File: src/design/cpq_pkg.sv
`timescale 1ns / 1ps
`default_nettype none

package cpq_pkg;

    localparam int QUEUE_DEPTH = 64;
    localparam int POS_W = $clog2(QUEUE_DEPTH);
    localparam int CNT_W = $clog2(QUEUE_DEPTH + 1);

    localparam int COST_W = 24;
    localparam int TAG_W = 16;
    localparam int OUT_POS_W = 6;
    localparam int OUT_CNT_W = 7;

    localparam int PADDR_W = 4;
    localparam int IN_DATA_W = 64;
    localparam int OUT_DATA_W = 80;

    localparam logic [1:0] REG_LIFO_ORDER = 2'd0;
    localparam logic [1:0] REG_TIE_BREAK = 2'd1;
    localparam logic [1:0] REG_TIE_THRESHOLD = 2'd2;

    typedef enum logic [1:0] {
        CMD_PUSH  = 2'd0,
        CMD_POP   = 2'd1,
        CMD_PEEK  = 2'd2,
        CMD_CLEAR = 2'd3
    } t_cmd;

    typedef enum logic [1:0] {
        ST_IDLE,
        ST_CMP,
        ST_UPD
    } t_state;

    typedef struct packed {
        logic [TAG_W-1:0]  tag;
        logic [COST_W-1:0] heur;
        logic [COST_W-1:0] total;
    } t_entry;

    typedef struct packed {
        logic       lifo;
        logic       tie_break;
        logic [7:0] threshold;
    } t_cfg;

    typedef struct packed {
        logic cmp;
        logic push;
        logic pop;
    } t_cell_ctl;

    // true when a must precede b
    function automatic logic goes_before(t_entry a, t_entry b, t_cfg cfg);
        logic [COST_W-1:0] diff;
        logic              near;
        diff = (a.total > b.total) ? (a.total - b.total) : (b.total - a.total);
        near = cfg.tie_break && (diff < COST_W'(cfg.threshold));
        return near ? (a.heur < b.heur) : (a.total < b.total);
    endfunction

endpackage

`default_nettype wire

File: src/design/cpq_cell.sv
`timescale 1ns / 1ps
`default_nettype none

module cpq_cell (
    input  wire logic               i_clk,
    input  wire cpq_pkg::t_cell_ctl i_ctl,
    input  wire cpq_pkg::t_cfg      i_cfg,
    input  wire cpq_pkg::t_entry    i_new,
    input  wire cpq_pkg::t_entry    i_left,
    input  wire cpq_pkg::t_entry    i_right,
    input  wire logic               i_valid,
    input  wire logic               i_before,
    output logic                    o_before,
    output logic                    o_take_new,
    output cpq_pkg::t_entry         o_entry
);

    cpq_pkg::t_entry r_entry;
    logic            r_stop;
    logic            stop_now;
    logic            eff_stop;

    always_comb begin
        if (i_cfg.lifo) begin
            stop_now = !cpq_pkg::goes_before(r_entry, i_new, i_cfg);
        end else begin
            stop_now = cpq_pkg::goes_before(i_new, r_entry, i_cfg);
        end
    end

    assign eff_stop   = i_valid ? r_stop : 1'b1;
    assign o_before   = i_before | eff_stop;
    assign o_take_new = !i_before & eff_stop;
    assign o_entry    = r_entry;

    always_ff @(posedge i_clk) begin
        if (i_ctl.cmp) begin
            r_stop <= stop_now;
        end
        if (i_ctl.push) begin
            if (i_before) begin
                r_entry <= i_left;
            end else if (eff_stop) begin
                r_entry <= i_new;
            end
        end else if (i_ctl.pop) begin
            r_entry <= i_right;
        end
    end

endmodule

`default_nettype wire
File: config.mk
export PLATFORM = sky130hd
export DESIGN_NAME = cpq_cell
export DESIGN_NICKNAME = d
export VERILOG_FILES = /design/src/design/cpq_pkg.sv /design/src/design/cpq_cell.sv
export SDC_FILE = /design/constraint.sdc
export NUM_CORES = 1
export LEC_CHECK = 0
export BUFFER_PORTS_ARGS = -buffer_cell sky130_fd_sc_hd__buf_2
export CAP_MARGIN = 10
export CORE_ASPECT_RATIO = 1.2
export CORE_UTILIZATION = 55
export CTS_CLUSTER_DIAMETER = 50
export DETAILED_ROUTE_END_ITERATION = 8
export PLACE_DENSITY_LB_ADDON = 0.12
export SKIP_LAST_GASP = 1
export SYNTH_ARGS = -nofsm -noshare
export SYNTH_HDL_FRONTEND = slang
export SYNTH_SLANG_ARGS = --single-unit
File: constraint.sdc
create_clock -name i_clk -period 7.95 [get_ports i_clk]
set_input_delay 0.795 -clock i_clk [delete_from_list [all_inputs] [get_ports i_clk]]
set_output_delay 0.795 -clock i_clk [all_outputs]
set_load 0.005 [all_outputs]
# Word-level counts from Yosys, hierarchy flattened
# Index checks and enable logic that the tools add are counted.
word_totals:
  reg_bits: 65
  in_bits: 208
  output_inout_bits: 66
  word_cells: 33
classes:
  n_addsub: 2
  n_lt_le_gt_ge: 8
  n_eq_ne: 1
  n_mux: 10
  bitwise: 2
  n_reduce_logical: 6
op_table:
  columns: ["operator", "n"]
  rows:
  - ["$mux W64", 4]
  - ["$lt A24 B24 Y1", 4]
  - ["$gt A24 B24 Y1", 2]
  - ["$lt A24 B8 Y1", 2]
  - ["$mux W24", 2]
  - ["$sub A24 B24 Y24", 2]
  - ["$mux W1", 4]
  - ["$ne A3 B1 Y1 const B", 1]
  - ["$logic_and A1 B1 Y1", 2]
  - ["$logic_not A1 Y1", 2]
  - ["$reduce_and A2 Y1", 1]
  - ["$reduce_bool A2 Y1", 1]
  - ["$and A1 B1 Y1", 1]
  - ["$or A1 B1 Y1", 1]

# Logic depth before layout (Yosys ltp)
# Gate-level depths: netlist of the first run.
depth:
  depth_word: 7
  ltp_mapped: 22
  ltp_nobuf: 22

# Worst setup path after synthesis of the first run
# No wires, ideal clock.
synth_timing:
  kind: "input -> register"
  start: "input port i_new[9] in the netlist's numbering"
  end: "register r_stop (data pin)"
  setup_time_ps: 270
  arrival_time_ps: 4646
  t_required_ps: 7680
  setup_slack_ps: 3035
  stages: 21
  n_path_buf: 1
  cell_sequence: "inv_1 -> ha_1 -> clkbuf_1 -> nand4_1 -> nor3_1 -> nand3_1 -> a21oi_1 -> a2111oi_0 -> nor2_1 -> mux2_2 -> ha_1 -> a21boi_0 -> o21a_1 -> o21a_1 -> o21a_1 -> o21ai_0 -> a21oi_1 -> nor4_1 -> mux2i_1 -> o311ai_1 -> nand3_1"
synth_via:
  elab_chain_cells: 7
  word_cells_on_any_way: 16
  classes_between: "2 x add/sub; 6 x order compare; 5 x mux; 3 x reduce/logical"
synth_rtl:
  columns: ["element", "line", "text"]
  rows:
  - ["start: declaration", "cpq_cell.sv:8", "input wire cpq_pkg::t_entry i_new,"]
  - ["$sub A24 B24 Y24 / $gt A24 B24 Y1 (equally long branches)", "cpq_pkg.sv:58", "diff = (a.total > b.total) ? (a.total - b.total) : (b.total - a.total);"]
  - ["$mux W24", "cpq_pkg.sv:58", null]
  - ["$lt A24 B8 Y1", "cpq_pkg.sv:59", "near = cfg.tie_break && (diff < COST_W'(cfg.threshold));"]
  - ["$logic_and A1 B1 Y1", "cpq_pkg.sv:59", null]
  - ["$mux W1", "cpq_pkg.sv:60", "return near ? (a.heur < b.heur) : (a.total < b.total);"]
  - ["$logic_not A1 Y1", "cpq_cell.sv:25", "stop_now = !cpq_pkg::goes_before(r_entry, i_new, i_cfg);"]
  - ["$mux W1 *", "cpq_cell.sv:24", "if (i_cfg.lifo) begin"]
  - ["named net stop_now", "cpq_cell.sv:20", "logic stop_now;"]
  - ["end signal: assignment", "cpq_cell.sv:38", "r_stop <= stop_now;"]
  - ["end: declaration", "cpq_cell.sv:19", "logic r_stop;"]
# The timed path passes the listed nets; every way through them passes the cells marked *.
# A chain may end at the register's enable or synchronous reset.

# Worst setup path in the final report of the first run
layout_timing:
  start: "input port i_new[8] in the netlist's numbering"
  end: "register r_stop (data pin)"
# Same word-level chain as after synthesis.

==> results of run 1 <==
==> worst max path at each step <==
stage          cells after the start      start      to
2_1_floorplan                     21   i_new[9]  r_stop
3_3_place_gp                      20  i_new[10]  r_stop
3_5_place_dp                      21   i_new[8]  r_stop
4_1_cts                           21   i_new[8]  r_stop
5_1_grt                           21  i_new[10]  r_stop
6_report                          21   i_new[8]  r_stop
==> layout make-up <==
| cell class | instances | share of cell area, % |
|---|---|---|
| clock buffers | 11 | 2.54 |
| multi-input cells | 697 | 53.8 |
| well taps | 168 | 2.30 |
| inverters | 89 | 3.65 |
| flip-flops and latches | 65 | 21.3 |
| repair buffers | 276 | 15.2 |
| clock inverters | 5 | 1.13 |
==> registers in the layout, indices dropped and copies added, names as in the netlist <==
signal   flops
r_stop       1
o_entry     64
==> per-stage QoR <==
stage / hold slack [ns] / instances
finish: 0.649 / 1311
floorplan: 0.907 / 895
global placement: 0.995 / 1295
detailed placement: 1.00 / 1295
global route: 0.647 / 1311
CTS: 0.637 / 1311
==> synth_stat cells, drive strengths merged, types with 6 or more instances <==
master / count / area share [%]
o21bai: 11 / 1.1
o31ai: 6 / 0.60
nor2b: 6 / 0.50
a21o: 24 / 2.4
xnor2: 14 / 1.6
o211ai: 6 / 0.60
mux2i: 82 / 11
nand2: 38 / 1.9
nor2: 101 / 5.1
nand3: 18 / 1.2
xor2: 16 / 1.9
a21oi: 132 / 8.9
inv: 89 / 4.5
o21ai: 42 / 2.8
edfxtp: 65 / 26
nand4: 13 / 1.1
ha: 86 / 14
nor3: 10 / 0.67
buf: 12 / 1.4
clkbuf: 32 / 1.7
o21a: 12 / 1.2
and2: 6 / 0.50
==> logic make-up (layout without fill, tap and decap cells) <==
group / count (synthesis) / count (layout) / synth area share [%]
fa+ha+maj: 88 / 88 / 15.0
mux: 86 / 86 / 11.6
simple gates: 219 / 219 / 13.7
xor+xnor: 30 / 30 / 3.53
compound gates: 274 / 274 / 22.3
buf+inv: 133 / 381 / 7.63
flops: 65 / 65 / 26.2
==> report_power, final <==
group | internal, mW | total [mW] | leakage [nW] | switching, mW
clock | 0.306 | 0.459 | 0.164 | 0.152
sequential | 0.422 | 0.442 | 0.642 | 0.0202
combinational | 0.276 | 0.658 | 3.79 | 0.382
total | 1.00 | 1.56 | 4.60 | 0.555
==> cell usage in the layout (no fill, tap or decap), types with 5 or more instances in the layout <==
master     synthesis  routed
a21o_1            23      23
o21a_1            12      12
nor3_1            10      10
nand4_1           13      13
ha_1              86      86
nand3_1           18      18
mux2i_1           82      82
o31ai_1            6       6
nor2b_1            6       6
xnor2_1           14      14
a211oi_1           5       5
a21boi_0           5       5
o21bai_1          11      11
inv_1             89      89
a21oi_1          132     132
edfxtp_1          65      65
buf_2              2     271
nand2_1           38      38
nor2_1           101     101
clkbuf_16          0       9
a221oi_1           5       5
xor2_1            16      16
o211ai_1           6       6
and2_1             6       6
o21ai_0           41      41
buf_4              0       5
==> metal layers <==
layer / vias up / track usage (%) / share of wire, %
met2: 304 / 56.5 / 48
li1: 3715 / - / -
met3: 56 / 7.24 / 6.8
met5: - / 0 / 0.12
met1: 3504 / 40.4 / 42
met4: 4 / 12.9 / 3.0
==> run metrics, run 1 <==
critical-path maximum fanout=10; number of synthesized flops with an enable pin=65; endpoints failing setup=0; clock buffer count from CTS=9; post-synthesis net count=1191; final wirelength=23400 µm; final setup margin=2.64 ns; fin area=9150 µm²; RSZ-0062 raised after global routing=no; Clock Path Buffers=2; residual DRC count=0; number of DRC markers in iteration 0=550; CTS Hold Bufs=0; Yosys Warn Count=0; die area=14000 µm²; Final GP Congestion=0.953; pre-CTS WS=2.39 ns; initial antenna violation count=2; Largest delay share family, worst path=simple AND/OR/NAND/NOR gates; cell with the most instances on the worst path=o21a_1; R2R Setup Slk=2.81 ns; layout cells sized above 1=26.5%; CP endpoint kind=flip-flop; worst min-delay path startpoint=i_ctl[2]; Post-CTS Setup Inserts=0; Sink Count=65; Bufs and invs on worst path=2; setup TNS=0 ns; # nets final=1434; Syn Inst Count=895; GRT Util Overall=33.1%; ys async rst share=0%; worst hold path type=input port to flip-flop; synthesized area per cell=8.32 µm²; first-pass GRT wire length=35000 µm; worst r2r src=o_entry[9]; Yosys cell types=62; Vias per Instance=5.78; placed cell areas=8820 µm²; max incr delay on CP=0.61 ns; TritonCTS clock tree=yes; Row Count=46; largest net degree at the start of global routing=113; Arr. time, crit path=5.39 ns; Avg WL per Cell=17.8 µm; post-synthesis register bit count=65; Overflow after GRT=0; status=completed; multi-input logic area=4930 µm²; max-slew violations=0; reg2reg path depth=19; WS Path Type=input port to flip-flop; DP Wirelength=19200 µm; port bufs=273; Reg clk slew, reported paths=0.06 ns; Worst Skew=0.00792 ns; CP cell instances=buf_2, inv_1, ha_1, nand4_1, nor3_1, nand3_1, a21oi_1, a2111oi_0, nor2_1, mux2_2, ha_1, a21boi_0, o21a_1, o21a_1, o21a_1, o21ai_0, a21oi_1, nor4_1, mux2i_1, o311ai_1, nand3_1; Netlist Area Pre-Place=7450 µm²; final hold vios=0; Util after Layout=69.1%; diodes inserted=0; area occupied by registers=1950 µm²; Starting Density=56.2%; Die X=108 µm; Leak Pwr=4.60 nW; core area=13200 µm²; Root Driver=clkbuf_16; Critical-path top delay cell=nor2_1; Fmax=0.188 GHz; worst slew pin tran=1.04 ns; critical path data required time=8.03 ns; Tmin final=5.31 ns; Slew headroom=30.4%; Routed Antenna Nets=0; WHS Path Cells=1; Pwr Density=170 nW/µm²; top-level I/O count=274; vias in the first global route=6934; Tot Pwr=1.56 mW; max capacitance violation total=0; Top FF cell, synth=edfxtp_1; FF-to-FF End=r_stop; worst vdd ir=121 µV; crit share post-route=66.7%; Seq/Total Area, Yosys=26.2%; post_cts resized=0; Startpoint Class=input port; via count=7583; Clock Latency Late Sink=0.34 ns; hold endpoint=r_stop; area delta synth->final=22.9%; number of fill cells in the layout=1162; DR pass1 iterations=5; H-tree Lvls=3; die height=129 µm
(Power assumes the default switching activity.)
==> inputs of run 2 (changes only) <==
--- a/config.mk
+++ b/config.mk
@@ -8,7 +8,7 @@
 export BUFFER_PORTS_ARGS = -buffer_cell sky130_fd_sc_hd__buf_2
 export CAP_MARGIN = 10
 export CORE_ASPECT_RATIO = 1.2
-export CORE_UTILIZATION = 55
+export CORE_UTILIZATION = 46
 export CTS_CLUSTER_DIAMETER = 50
 export DETAILED_ROUTE_END_ITERATION = 8
 export PLACE_DENSITY_LB_ADDON = 0.12
==> constraint.sdc (replaced) <==
create_clock -name i_clk -period 4.84 [get_ports i_clk]
set_input_delay 0.484 -clock i_clk [delete_from_list [all_inputs] [get_ports i_clk]]
set_output_delay 0.484 -clock i_clk [all_outputs]
set_load 0.005 [all_outputs]
==> run 2 against run 1 <==
  * Sequential power is 64% higher
  * Cell area up 3.3%
  * Clock skew increased by 0.0083 ns
  * Largest cell class unchanged
==> run metrics, run 2 (same netlist as run 1, synthesis figures left out) <==
status=completed (unchanged); layout cells sized above 1=29.1% (was 26.5%); # placed instances=1370 (was 1295); Post-CTS Setup Inserts=0 (unchanged); die height=141 µm (was 129 µm); WS Path Type=flip-flop to flip-flop (was input port to flip-flop); Util after Layout=60.2% (was 69.1%); Root Driver=clkbuf_16 (unchanged); Pwr Density=269 nW/µm² (was 170 nW/µm²); worst vdd ir=143 µV (was 121 µV); Clock Path Buffers=2 (unchanged); Starting Density=47.4% (was 56.2%); final hold vios=0 (unchanged); max FFs per register=64 (unchanged); CP cell instances=ha_1, a21oi_1, o21ai_1, a21oi_1, o21bai_1, a2111oi_2, buf_4, nor2_2, mux2_2, ha_1, a21boi_0, o21a_1, o21a_1, o21a_1, o21ai_0, a21oi_1, nor4_1, mux2i_1, o311ai_1, nand3_1 (was buf_2, inv_1, ha_1, nand4_1, nor3_1, nand3_1, a21oi_1, a2111oi_0, nor2_1, mux2_2, ha_1, a21boi_0, o21a_1, o21a_1, o21a_1, o21ai_0, a21oi_1, nor4_1, mux2i_1, o311ai_1, nand3_1); Tmin final=4.50 ns; top-level I/O count=274 (unchanged); via count=7519 (was 7583); R2R Setup Slk=0.34 ns (was 2.81 ns); H-tree Lvls=3 (unchanged); critical-path maximum fanout=4 (was 10); Critical-path top delay cell=edfxtp_1 (was nor2_1); CTS Hold Bufs=0 (unchanged); GRT Util Overall=28.2% (was 33.1%); pre-CTS WS=-0.0109 ns (was 2.39 ns); core area=15700 µm² (was 13200 µm²); number of DRC markers in iteration 0=500 (was 550); port bufs=273 (unchanged); Leak Pwr=4.75 nW (was 4.60 nW); Clock Latency Late Sink=0.34 ns (about the same); max incr delay on CP=0.41 ns (was 0.61 ns); residual DRC count=0 (unchanged); Worst Skew=0.0162 ns (was 0.00792 ns); Avg WL per Cell=17.2 µm (was 17.8 µm); Routed Antenna Nets=0 (unchanged); TritonCTS clock tree=yes (unchanged); RSZ-0062 raised after global routing=no (unchanged); worst hold path type=input port to flip-flop (unchanged); DP Wirelength=20000 µm (was 19200 µm); Final GP Congestion=0.968 (was 0.953); Overflow after GRT=0 (unchanged); Sink Count=65 (unchanged); largest net degree at the start of global routing=77 (was 113); most frequent cells in the layout=buf_2 (271), a21oi_1 (132), nor2_1 (100) (was buf_2 (271), a21oi_1 (132), nor2_1 (101)); DR pass1 iterations=5 (unchanged); final wirelength=23900 µm (was 23400 µm); non-filler instance count after layout=1388 (was 1311); area delta synth->final=26.9% (was 22.9%); Row Count=50 (was 46); clock buffer count from CTS=9 (unchanged); CP endpoint kind=flip-flop (unchanged); initial antenna violation count=3 (was 2); Die X=118 µm (was 108 µm); Slew headroom=53.4% (was 30.4%); Fmax=0.222 GHz; critical path data required time=4.92 ns (was 8.03 ns); vias in the first global route=7228 (was 6934); Reg clk slew, reported paths=0.07 ns (was 0.06 ns); # nets final=1469 (was 1434); die area=16700 µm² (was 14000 µm²); Arr. time, crit path=4.58 ns (was 5.39 ns); setup TNS=0 ns (unchanged); Startpoint Class=flip-flop (was input port); max capacitance violation total=0 (unchanged); worst slew pin tran=0.699 ns (was 1.04 ns); Vias per Instance=5.42 (was 5.78); commonest non-fill, non-tap cell in the layout=buf_2 (unchanged); endpoints failing setup=0 (unchanged); first-pass GRT wire length=36600 µm (was 35000 µm); max-slew violations=0 (unchanged); crit share post-route=93.0%; final setup margin=0.340 ns (was 2.64 ns)
run 2: cell types whose count changed in the layout (fill, tap and decap cells not counted), sizes merged, moves of 2 or more:
cell    before  now
inv         89   91
bufinv       3    1
clkbuf      11    9
diode        0    2
buf        276  311
run 2: where the power goes:
group	internal [mW]	leakage [nW]	total (mW)	switching [mW]
clock network	0.403	0.146	0.677	0.273
logic	0.497	3.96	1.14	0.640
registers	0.692	0.642	0.726	0.0337
total	1.59	4.75	2.54	0.947
run 2: final timing paths:
| path | from | to | depth (start not counted) |
|---|---|---|---|
| hold reg to reg | o_entry[23] | r_stop | 6 |
| setup reg to reg | o_entry[11] | r_stop | 20 |
| setup / recovery | o_entry[11] | r_stop | 20 |
| hold / removal | i_ctl[2] | r_stop | 1 |
run 2: worst max-delay path, delay by kind of cell, from the launching register on:
kind                       cells  cell delay, ns
and+or+nand+nor                3            0.41
DFF                            1            0.41
adders and majority gates      2            0.60
buffers and inverters          1            0.18
muxes                          2            0.42
AOI/OAI and AO/OA             12            2.20
run 2: layout make-up:
| type | count | area (µm²) |
|---|---|---|
| Antenna cell | 2 | 5.00 |
| Clock buffer | 9 | 225 |
| Clock inverter | 7 | 77.6 |
| Fill cell | 1538 | 6250 |
| Inverter | 89 | 334 |
| Multi-Input combinational cell | 697 | 4940 |
| Sequential cell | 65 | 1950 |
| Tap cell | 208 | 260 |
| Timing Repair Buffer | 311 | 1660 |
run 2: what timing repair did:
item                       in CTS  in global routing
setup endpoints to repair       0                  1
hold endpoints to repair        0                  0
resized for setup               0                  5
run 2: routing by layer:
metal	wire length [µm]	part of all wire, %	vias to the layer above	GRT usage, %
met2	11900	50	247	50.0
met5	8	0.034	-	0
met1	9930	42	3459	34.4
met3	1520	6.4	31	5.27
li1	-	-	3780	-
met4	480	2.0	2	8.91
run 2: per-stage QoR:
step,total power [mW],instance area (µm²),hold slack (ns)
after floorplan,1.46,7450,0.596
after global placement,1.85,9130,0.731
after detailed placement,1.86,9130,0.730
after CTS,2.54,9430,0.372
after global routing,2.70,9450,0.361
final,2.54,9450,0.372
